<file path="src/hdl/cpa_pkg.sv">
// shared constants, types and codes for the color pulse animator
// no dependencies; used by cpa_ctrl, cpa_dp and color_pulse_animator
`timescale 1ns / 1ps

package cpa_pkg;

  // table geometry
  localparam int ENTRIES = 16;
  localparam int ENT_W   = (ENTRIES > 1) ? $clog2(ENTRIES) : 1;

  // field widths
  localparam int IDX_W   = 4;
  localparam int COLOR_W = 24;
  localparam int CH_W    = 8;
  localparam int IV_W    = 10;
  localparam int NUM_CH  = 3;
  localparam int CHS_W   = 2;

  // fade divider: product width, quotient bits per cycle, cycle count
  localparam int PROD_W     = IV_W + CH_W;
  localparam int DIV_STEPS  = 2;
  localparam int DIV_CYCLES = (PROD_W + DIV_STEPS - 1) / DIV_STEPS;
  localparam int CNT_W      = $clog2(DIV_CYCLES);

  // command codes
  localparam logic CMD_SET  = 1'b0;
  localparam logic CMD_TICK = 1'b1;

  // full-scale channel value
  localparam logic [CH_W-1:0] CH_MAX = 8'hFF;

  typedef enum logic [2:0] {
    ST_IDLE,
    ST_SCAN,
    ST_STEP,
    ST_MUL,
    ST_DIV,
    ST_EMIT
  } cpa_state_t;

  // controller to datapath
  typedef struct packed {
    logic             set_wr;
    logic             step;
    logic             mul_load;
    logic             div_step;
    logic             div_last;
    logic             emit;
    logic [ENT_W-1:0] idx;
    logic [CHS_W-1:0] ch;
  } cpa_cmd_t;

  // datapath to controller
  typedef struct packed {
    logic pulsing;
    logic more_after;
    logic out_free;
  } cpa_status_t;

endpackage

</file>
<file path="src/hdl/cpa_ctrl.sv">
// controller for the color pulse animator: sequences the table scan,
// phase step, per-channel multiply and divide, and result hand-off
// depends on cpa_pkg
`timescale 1ns / 1ps

module cpa_ctrl (
  input  logic                clk,
  input  logic                rst_n,
  input  logic                in_valid,
  input  logic                in_command,
  output logic                in_stall,
  output cpa_pkg::cpa_cmd_t    cmd,
  input  cpa_pkg::cpa_status_t stat
);

  localparam logic [cpa_pkg::ENT_W-1:0] IDX_LAST = cpa_pkg::ENT_W'(cpa_pkg::ENTRIES - 1);
  localparam logic [cpa_pkg::CNT_W-1:0] CNT_LAST = cpa_pkg::CNT_W'(cpa_pkg::DIV_CYCLES - 1);
  localparam logic [cpa_pkg::CHS_W-1:0] CH_LAST  = cpa_pkg::CHS_W'(cpa_pkg::NUM_CH - 1);

  cpa_pkg::cpa_state_t state_r, state_nxt;
  logic [cpa_pkg::ENT_W-1:0] idx_r, idx_nxt;
  logic [cpa_pkg::CHS_W-1:0] ch_r, ch_nxt;
  logic [cpa_pkg::CNT_W-1:0] cnt_r, cnt_nxt;

  // state and counters
  always_ff @(posedge clk) begin
    if (!rst_n) begin
      state_r <= cpa_pkg::ST_IDLE;
      idx_r   <= '0;
      ch_r    <= '0;
      cnt_r   <= '0;
    end else begin
      state_r <= state_nxt;
      idx_r   <= idx_nxt;
      ch_r    <= ch_nxt;
      cnt_r   <= cnt_nxt;
    end
  end

  // next state
  always_comb begin
    state_nxt = state_r;
    idx_nxt   = idx_r;
    ch_nxt    = ch_r;
    cnt_nxt   = cnt_r;
    case (state_r)
      cpa_pkg::ST_IDLE: begin
        if (in_valid && in_command == cpa_pkg::CMD_TICK) begin
          state_nxt = cpa_pkg::ST_SCAN;
          idx_nxt   = '0;
        end
      end
      cpa_pkg::ST_SCAN: begin
        if (stat.pulsing) begin
          state_nxt = cpa_pkg::ST_STEP;
        end else if (idx_r == IDX_LAST) begin
          state_nxt = cpa_pkg::ST_IDLE;
        end else begin
          idx_nxt = idx_r + 1'b1;
        end
      end
      cpa_pkg::ST_STEP: begin
        state_nxt = cpa_pkg::ST_MUL;
        ch_nxt    = '0;
      end
      cpa_pkg::ST_MUL: begin
        state_nxt = cpa_pkg::ST_DIV;
        cnt_nxt   = '0;
      end
      cpa_pkg::ST_DIV: begin
        if (cnt_r == CNT_LAST) begin
          if (ch_r == CH_LAST) begin
            state_nxt = cpa_pkg::ST_EMIT;
          end else begin
            state_nxt = cpa_pkg::ST_MUL;
            ch_nxt    = ch_r + 1'b1;
          end
        end else begin
          cnt_nxt = cnt_r + 1'b1;
        end
      end
      cpa_pkg::ST_EMIT: begin
        if (stat.out_free) begin
          if (stat.more_after) begin
            state_nxt = cpa_pkg::ST_SCAN;
            idx_nxt   = idx_r + 1'b1;
          end else begin
            state_nxt = cpa_pkg::ST_IDLE;
          end
        end
      end
      default: begin
        state_nxt = cpa_pkg::ST_IDLE;
      end
    endcase
  end

  // datapath commands
  always_comb begin
    in_stall     = (state_r != cpa_pkg::ST_IDLE);
    cmd.set_wr   = (state_r == cpa_pkg::ST_IDLE) && in_valid &&
                   (in_command == cpa_pkg::CMD_SET);
    cmd.step     = (state_r == cpa_pkg::ST_STEP);
    cmd.mul_load = (state_r == cpa_pkg::ST_MUL);
    cmd.div_step = (state_r == cpa_pkg::ST_DIV);
    cmd.div_last = (state_r == cpa_pkg::ST_DIV) && (cnt_r == CNT_LAST);
    cmd.emit     = (state_r == cpa_pkg::ST_EMIT) && stat.out_free;
    cmd.idx      = idx_r;
    cmd.ch       = ch_r;
  end

  // a tick transaction starts the scan at the first entry
  a_tick_starts_scan: assert property (@(posedge clk) disable iff (!rst_n)
    (in_valid && !in_stall && in_command == cpa_pkg::CMD_TICK) |=>
    (state_r == cpa_pkg::ST_SCAN && idx_r == '0))
    else $error("tick did not start scan at entry zero");

  // divider count stays within its cycle budget
  a_cnt_range: assert property (@(posedge clk) disable iff (!rst_n)
    (state_r == cpa_pkg::ST_DIV) |-> (cnt_r <= CNT_LAST))
    else $error("divider count out of range");

  // channel select stays on a real channel while fading
  a_ch_range: assert property (@(posedge clk) disable iff (!rst_n)
    (state_r == cpa_pkg::ST_MUL || state_r == cpa_pkg::ST_DIV) |-> (ch_r <= CH_LAST))
    else $error("channel select out of range");

endmodule

</file>
<file path="src/hdl/cpa_dp.sv">
// datapath for the color pulse animator: entry tables, phase step,
// fade multiplier, shared two-bit-per-cycle divider and output register
// depends on cpa_pkg
`timescale 1ns / 1ps

module cpa_dp (
  input  logic                              clk,
  input  logic                              rst_n,
  input  logic [cpa_pkg::IDX_W-1:0]         in_entry_index,
  input  logic [cpa_pkg::COLOR_W-1:0]       in_original_color,
  input  logic [cpa_pkg::IV_W-1:0]          in_pulse_interval,
  input  cpa_pkg::cpa_cmd_t                 cmd,
  output cpa_pkg::cpa_status_t              stat,
  output logic                              out_valid,
  input  logic                              out_stall,
  output logic [cpa_pkg::IDX_W-1:0]         out_index,
  output logic [cpa_pkg::COLOR_W-1:0]       out_animated_color,
  output logic                              out_last_of_tick
);

  // entry tables
  logic [cpa_pkg::COLOR_W-1:0] colors_r    [cpa_pkg::ENTRIES];
  logic [cpa_pkg::IV_W-1:0]    intervals_r [cpa_pkg::ENTRIES];
  logic [cpa_pkg::IV_W-1:0]    phases_r    [cpa_pkg::ENTRIES];
  logic                        rising_r    [cpa_pkg::ENTRIES];

  // working entry
  logic [cpa_pkg::COLOR_W-1:0] cur_color_r;
  logic [cpa_pkg::IV_W-1:0]    cur_iv_r;
  logic [cpa_pkg::IV_W-1:0]    cur_t_r;

  // divider state: dividend shifts out, quotient shifts in
  logic [cpa_pkg::PROD_W-1:0]  dq_r;
  logic [cpa_pkg::IV_W-1:0]    rem_r;
  logic [cpa_pkg::COLOR_W-1:0] res_r;

  // output register
  logic                        out_valid_r;
  logic [cpa_pkg::IDX_W-1:0]   out_index_r;
  logic [cpa_pkg::COLOR_W-1:0] out_color_r;
  logic                        out_last_r;

  logic                        set_ok;
  logic [cpa_pkg::ENT_W-1:0]   set_idx;
  logic [cpa_pkg::IV_W-1:0]    sel_iv;
  logic [cpa_pkg::IV_W-1:0]    sel_phase;
  logic                        sel_rising;
  logic [cpa_pkg::IV_W-1:0]    step_phase;
  logic                        step_rising;
  logic [cpa_pkg::IV_W-1:0]    step_t;
  logic                        more_after;
  logic [cpa_pkg::CH_W-1:0]    c_ch;
  logic [cpa_pkg::PROD_W-1:0]  prod;
  logic [cpa_pkg::PROD_W-1:0]  dq_v;
  logic [cpa_pkg::IV_W-1:0]    rem_v;
  logic [cpa_pkg::CH_W-1:0]    sum_byte;

  // set decode
  assign set_ok  = cmd.set_wr && (int'(in_entry_index) < cpa_pkg::ENTRIES);
  assign set_idx = cpa_pkg::ENT_W'(in_entry_index);

  // selected entry
  assign sel_iv     = intervals_r[cmd.idx];
  assign sel_phase  = phases_r[cmd.idx];
  assign sel_rising = rising_r[cmd.idx];

  // triangle wave step
  always_comb begin
    step_phase  = sel_phase;
    step_rising = sel_rising;
    if (sel_rising) begin
      if (sel_phase == sel_iv) begin
        step_rising = 1'b0;
        step_phase  = sel_phase - 1'b1;
      end else begin
        step_phase  = sel_phase + 1'b1;
      end
    end else begin
      if (sel_phase == '0) begin
        step_rising = 1'b1;
        step_phase  = cpa_pkg::IV_W'(1);
      end else begin
        step_phase  = sel_phase - 1'b1;
      end
    end
  end

  // fade term is clamped to the interval
  assign step_t = (step_phase > sel_iv) ? sel_iv : step_phase;

  // any pulsing entry above the current one
  always_comb begin
    more_after = 1'b0;
    for (int j = 0; j < cpa_pkg::ENTRIES; j++) begin
      if (j > int'(cmd.idx) && intervals_r[j] != '0) begin
        more_after = 1'b1;
      end
    end
  end

  // channel select
  always_comb begin
    case (cmd.ch)
      2'd0:    c_ch = cur_color_r[7:0];
      2'd1:    c_ch = cur_color_r[15:8];
      2'd2:    c_ch = cur_color_r[23:16];
      default: c_ch = cur_color_r[7:0];
    endcase
  end

  // fade numerator
  assign prod = cpa_pkg::PROD_W'(cur_t_r) * cpa_pkg::PROD_W'(cpa_pkg::CH_MAX - c_ch);

  // restoring divide, two quotient bits per cycle
  always_comb begin
    logic [cpa_pkg::IV_W:0] sh;
    dq_v  = dq_r;
    rem_v = rem_r;
    for (int s = 0; s < cpa_pkg::DIV_STEPS; s++) begin
      sh   = {rem_v, dq_v[cpa_pkg::PROD_W-1]};
      dq_v = {dq_v[cpa_pkg::PROD_W-2:0], 1'b0};
      if (sh >= {1'b0, cur_iv_r}) begin
        rem_v   = cpa_pkg::IV_W'(sh - {1'b0, cur_iv_r});
        dq_v[0] = 1'b1;
      end else begin
        rem_v = sh[cpa_pkg::IV_W-1:0];
      end
    end
  end

  assign sum_byte = c_ch + dq_v[cpa_pkg::CH_W-1:0];

  // status
  assign stat.pulsing    = (sel_iv != '0);
  assign stat.more_after = more_after;
  assign stat.out_free   = !out_valid_r || !out_stall;

  // interval, phase and direction tables
  always_ff @(posedge clk) begin
    if (!rst_n) begin
      for (int i = 0; i < cpa_pkg::ENTRIES; i++) begin
        intervals_r[i] <= '0;
        phases_r[i]    <= '0;
        rising_r[i]    <= 1'b1;
      end
    end else if (set_ok) begin
      intervals_r[set_idx] <= in_pulse_interval;
      phases_r[set_idx]    <= '0;
    end else if (cmd.step) begin
      phases_r[cmd.idx] <= step_phase;
      rising_r[cmd.idx] <= step_rising;
    end
  end

  // color table
  always_ff @(posedge clk) begin
    if (set_ok) begin
      colors_r[set_idx] <= in_original_color;
    end
  end

  // working entry, divider and result assembly
  always_ff @(posedge clk) begin
    if (cmd.step) begin
      cur_color_r <= colors_r[cmd.idx];
      cur_iv_r    <= sel_iv;
      cur_t_r     <= step_t;
    end
    if (cmd.mul_load) begin
      dq_r  <= prod;
      rem_r <= '0;
    end else if (cmd.div_step) begin
      dq_r  <= dq_v;
      rem_r <= rem_v;
    end
    if (cmd.div_last) begin
      case (cmd.ch)
        2'd0:    res_r[7:0]   <= sum_byte;
        2'd1:    res_r[15:8]  <= sum_byte;
        2'd2:    res_r[23:16] <= sum_byte;
        default: res_r[7:0]   <= sum_byte;
      endcase
    end
  end

  // output register
  always_ff @(posedge clk) begin
    if (!rst_n) begin
      out_valid_r <= 1'b0;
    end else if (cmd.emit) begin
      out_valid_r <= 1'b1;
    end else if (!out_stall) begin
      out_valid_r <= 1'b0;
    end
  end

  always_ff @(posedge clk) begin
    if (cmd.emit) begin
      out_index_r <= cpa_pkg::IDX_W'(cmd.idx);
      out_color_r <= res_r;
      out_last_r  <= !more_after;
    end
  end

  assign out_valid          = out_valid_r;
  assign out_index          = out_index_r;
  assign out_animated_color = out_color_r;
  assign out_last_of_tick   = out_last_r;

  // stepped phase stays on the triangle between zero and the interval
  a_phase_range: assert property (@(posedge clk) disable iff (!rst_n)
    cmd.step |-> (step_phase <= sel_iv))
    else $error("stepped phase above interval");

  // faded channel never wraps below its base value
  a_no_wrap: assert property (@(posedge clk) disable iff (!rst_n)
    cmd.div_last |-> (sum_byte >= c_ch))
    else $error("faded channel wrapped");

endmodule

</file>
<file path="src/hdl/color_pulse_animator.sv">
// a set transaction is accepted only while idle
// a tick scans every entry in turn; for each pulsing entry it steps the phase,
// then per channel does a multiply and a divide on the shared divider,
// then hands the result off, waiting there while the output is stalled
// reset: synchronous active low; intervals and phases cleared, directions rising
`timescale 1ns / 1ps

module color_pulse_animator (
  input  logic                         clk,
  input  logic                         rst_n,
  input  logic                         in_valid,
  output logic                         in_stall,
  input  logic                         in_command,
  input  logic [cpa_pkg::IDX_W-1:0]    in_entry_index,
  input  logic [cpa_pkg::COLOR_W-1:0]  in_original_color,
  input  logic [cpa_pkg::IV_W-1:0]     in_pulse_interval,
  output logic                         out_valid,
  input  logic                         out_stall,
  output logic [cpa_pkg::IDX_W-1:0]    out_index,
  output logic [cpa_pkg::COLOR_W-1:0]  out_animated_color,
  output logic                         out_last_of_tick
);

  cpa_pkg::cpa_cmd_t    cmd;
  cpa_pkg::cpa_status_t stat;

  // sequencer
  cpa_ctrl u_ctrl (
    .clk        (clk),
    .rst_n      (rst_n),
    .in_valid   (in_valid),
    .in_command (in_command),
    .in_stall   (in_stall),
    .cmd        (cmd),
    .stat       (stat)
  );

  // tables, arithmetic and output register
  cpa_dp u_dp (
    .clk                (clk),
    .rst_n              (rst_n),
    .in_entry_index     (in_entry_index),
    .in_original_color  (in_original_color),
    .in_pulse_interval  (in_pulse_interval),
    .cmd                (cmd),
    .stat               (stat),
    .out_valid          (out_valid),
    .out_stall          (out_stall),
    .out_index          (out_index),
    .out_animated_color (out_animated_color),
    .out_last_of_tick   (out_last_of_tick)
  );

endmodule

</file>
<file path="config.mk">
export PLATFORM = sky130hd
export DESIGN_NAME = color_pulse_animator
export DESIGN_NICKNAME = d
export VERILOG_FILES = /design/src/hdl/cpa_pkg.sv /design/src/hdl/cpa_ctrl.sv /design/src/hdl/cpa_dp.sv /design/src/hdl/color_pulse_animator.sv
export SDC_FILE = /design/constraint.sdc
export NUM_CORES = 1
export LEC_CHECK = 0
export BUFFER_PORTS_ARGS = -buffer_cell sky130_fd_sc_hd__buf_2
export CORE_MARGIN = 5
export CORE_UTILIZATION = 55
export CTS_CLUSTER_DIAMETER = 60
export DETAILED_ROUTE_END_ITERATION = 8
export GPL_TIMING_DRIVEN = 1
export PLACE_DENSITY = 0.71
export SYNTH_ARGS = -nofsm -noshare
export SYNTH_HDL_FRONTEND = slang
export SYNTH_SLANG_ARGS = --single-unit
export TNS_END_PERCENT = 1
</file>
<file path="constraint.sdc">
create_clock -name clk -period 5.7 [get_ports clk]
set_clock_uncertainty 0.15 [all_clocks]
set_input_delay 0 -clock clk [delete_from_list [all_inputs] [get_ports clk]]
set_output_delay 0 -clock clk [all_outputs]
set_load 0.1 [all_outputs]
</file>
==> qor.csv <==
metric,value,unit
yosys.cell_types.count,84,
synth_area,40300,um2
cts-buffers-inserted,90,
tns,0,ns
worstPathArrival,5.85,ns
dieArea,78800,um2
fin_crit,5.62,ns
max_freq,178,MHz
gp_congestion,0.911,
cp-start-kind,register,
clk_latency,0.65,ns
max_stage_delay,0.56,ns
final-hold-violation-count,0,
slew_violations,0,
cp_slowest_cell,fa_1,
hp-class,in2reg,
drtIter0Drc,2512,
grt_antenna_before_repair,5,
synth_cells,2791,
layout_common_cells,"edfxtp_1 (835), nor2_1 (283), buf_4 (151)",
drc,0,
ios,74,
cts_max_level,3,
final_common_cell,edfxtp_1,
crit_type,reg2reg,
cts_tree,built,
place_inst,3816,
dpl.hpwl,63700,um
worst_slack,0.0836,ns
endpoint_kind,register,
area_delta_synth_final,15.9,%
wl_per_cell,24.8,um
via_per_inst,6.19,
fillers,5127,
grt_max_degree,98,
synth_nets,2983,
synthArstFlopShare,0,
dr.pass1.iters,6,
drt-total-wl,101000,um
grt_use_total,0.253,
worst_ir_drop_vdd,0.000304,V
drtAntennaViolNets,0,
cts_root_buffer,clkbuf_16,
path_common_cell,fa_1,
instances_no_fill,4050,
grt_overflow,0,
crit_chain,buf_6 -> ha_4 -> a22oi_2 -> nor2_4 -> a21oi_4 -> buf_6 -> nand2_4 -> fa_1 -> inv_2 -> fa_1 -> ha_4 -> fa_1 -> inv_2 -> fa_1 -> inv_2 -> ha_4 -> a21oi_4 -> o21ai_4 -> a211oi_4 -> nor3_1 -> a2111o_1 -> a21oi_2 -> xnor2_1 -> o21ai_0,
setup_viol,0,
critPathTopFamily,adder cells,
vias,25100,
rows,99,
dp_slack,-0.447,ns
dieWidth,281,um
start_util,0.553,
grt_pass1_vias,25300,
core_area,72800,um2
maxCapViolCount,0,
synthFlopType,edfxtp_1,
period_share,0.985,
maxSlewHeadroom,0.158,
worstMarginPinSlew,1.25,ns
layout.nets,3204,
synth_warnings,0,
synth_seq_cells,863,
grt_first_pass_wirelength,152000,um
yosysSeqAreaShare,0.636,
cts_num_sinks,863,
rsz0062_at_grt,true,
drive_gt1_frac,0.225,
status,finished clean,
path_buf_inv,5,
critPathRequiredTime,5.93,ns
port_buffers,73,
avgSynthCellArea,14.4,um2
synth_edf_count,835,
clk_pin_slew_worst_paths,0.06,ns
cts_buffer_depth,3,
cp_max_fo,8,
die_y,281,um
leakage,0.0165,uW
powerDensity,381,nW/um2
-- worst paths after layout --
check | from | depth (start not counted) | slack, ns | to
setup / recovery | u_ctrl.ch_r[0] | 24 | 0.08 | u_dp.dq_r[17]
hold / removal | in_command | 5 | 0.1 | u_ctrl.state_r[1]
setup reg to reg | u_ctrl.ch_r[0] | 24 | 0.08 | u_dp.dq_r[17]
hold reg to reg | u_dp.res_r[0] | 0 | 0.27 | u_dp.out_animated_color[0]
-- power by group --
group          switching (uW)  total, uW  leakage (uW)  internal, uW
combinational            2360       4570       0.00694          2200
sequential                150       7350       0.00815          7200
clock                    2490       5870       0.00145          3380
total                    5000      17800        0.0165         12800
-- kinds of logic after synthesis --
group                      Yosys count  synth area share
AOI/OAI and AO/OA                  347            0.0561
xor gates and xnor gates            56            0.0136
adders and majority gates          150            0.0556
buffers and inverters              255            0.0269
DFF                                863             0.636
muxes                              261             0.108
and+or+nand+nor                    859             0.104
-- flip-flops by register name, indices dropped and copies added, names as in the netlist, 16 cells and up, named ones only --
register / flops
u_dp.phases_r: 160
u_dp.colors_r: 384
u_dp.rising_r: 16
u_dp.out_animated_color: 24
u_dp.res_r: 24
u_dp.cur_color_r: 24
u_dp.dq_r: 18
u_dp.intervals_r: 160
-- synth_stat cells, types with 5 or more instances --
cell | number | area [um2]
a31oi_1 | 7 | 43.8
nand3_1 | 44 | 220
nor4_1 | 29 | 181
nor3b_1 | 5 | 37.5
xor2_1 | 17 | 149
o21bai_1 | 9 | 67.6
o221ai_1 | 27 | 236
fa_1 | 49 | 981
dfxtp_1 | 28 | 561
a22oi_1 | 36 | 270
or4_1 | 5 | 37.5
o21ai_1 | 5 | 25.0
a211oi_1 | 6 | 45.0
buf_2 | 13 | 65.1
o21ai_0 | 91 | 455
edfxtp_1 | 835 | 25100
xnor2_1 | 33 | 289
inv_1 | 102 | 383
nand2_1 | 162 | 608
mux2_2 | 12 | 135
nor2_2 | 10 | 62.6
a21o_1 | 15 | 113
o22ai_1 | 37 | 231
ha_1 | 100 | 1250
a21oi_1 | 68 | 340
nand3b_1 | 5 | 37.5
mux4_2 | 135 | 3040
buf_6 | 8 | 90.1
nand4_1 | 9 | 56.3
o31ai_1 | 7 | 52.6
nor3_1 | 20 | 100
and3_1 | 92 | 576
clkbuf_1 | 100 | 375
or2_2 | 7 | 43.8
nor2b_1 | 13 | 81.3
nand2b_1 | 8 | 50.1
buf_1 | 22 | 82.6
and2_1 | 136 | 851
nor2_1 | 302 | 1130
mux2i_1 | 112 | 1120
-- area by class of cell --
| cell class | count | area, um2 | area share |
|---|---|---|---|
| Sequential cell | 863 | 25700 | 0.549 |
| Multi-Input combinational cell | 1673 | 14300 | 0.307 |
| Clock buffer | 105 | 2340 | 0.0501 |
| Timing Repair Buffer | 279 | 2140 | 0.0458 |
| Tap cell | 959 | 1200 | 0.0257 |
| Clock inverter | 62 | 647 | 0.0138 |
| Inverter | 105 | 394 | 0.00844 |
| Antenna cell | 4 | 10.0 | 0.000214 |
-- worst register-to-register path, delay by kind of cell, from the launching register on --
kind	cells	cell delay, ns
AOI/OAI and AO/OA	8	1.44
buffers and inverters	5	0.37
and+or+nand+nor	3	0.21
DFF	1	0.34
adders and majority gates	7	2.73
xor gates and xnor gates	1	0.12
-- per-stage QoR --
stage | hold slack, ns | total power, uW | utilization | instance area (um2)
after floorplan | -0.0511 | 10000 | - | 40300
after global placement | 0.204 | 11200 | 0.583 | 42500
after detailed placement | 0.216 | 11200 | 0.583 | 42500
after CTS | 0.0556 | 17200 | 0.631 | 46000
after global routing | 0.124 | 18600 | 0.641 | 46700
final | 0.0991 | 17800 | 0.641 | 46700
-- per-layer routing --
metal	wire (um)	vias to the layer above	global-route usage
met1	39300	12600	0.346
li1	-	11000	-
met3	8550	219	0.0448
met5	11	-	0
met4	3070	2	0.0826
met2	49600	1184	0.419
-- timing repair --
item | 4_1_cts | 5_1_grt
resized for setup | 26 | 122
gates cloned | 0 | 1
hold endpoints to repair | 596 | 0
pin swaps | 8 | 87
buffers inserted | 5 | 21
hold buffers | 39 | 0
endpoints found under the setup margin | 15 | 29
Power figures use the tool's default switching activity.
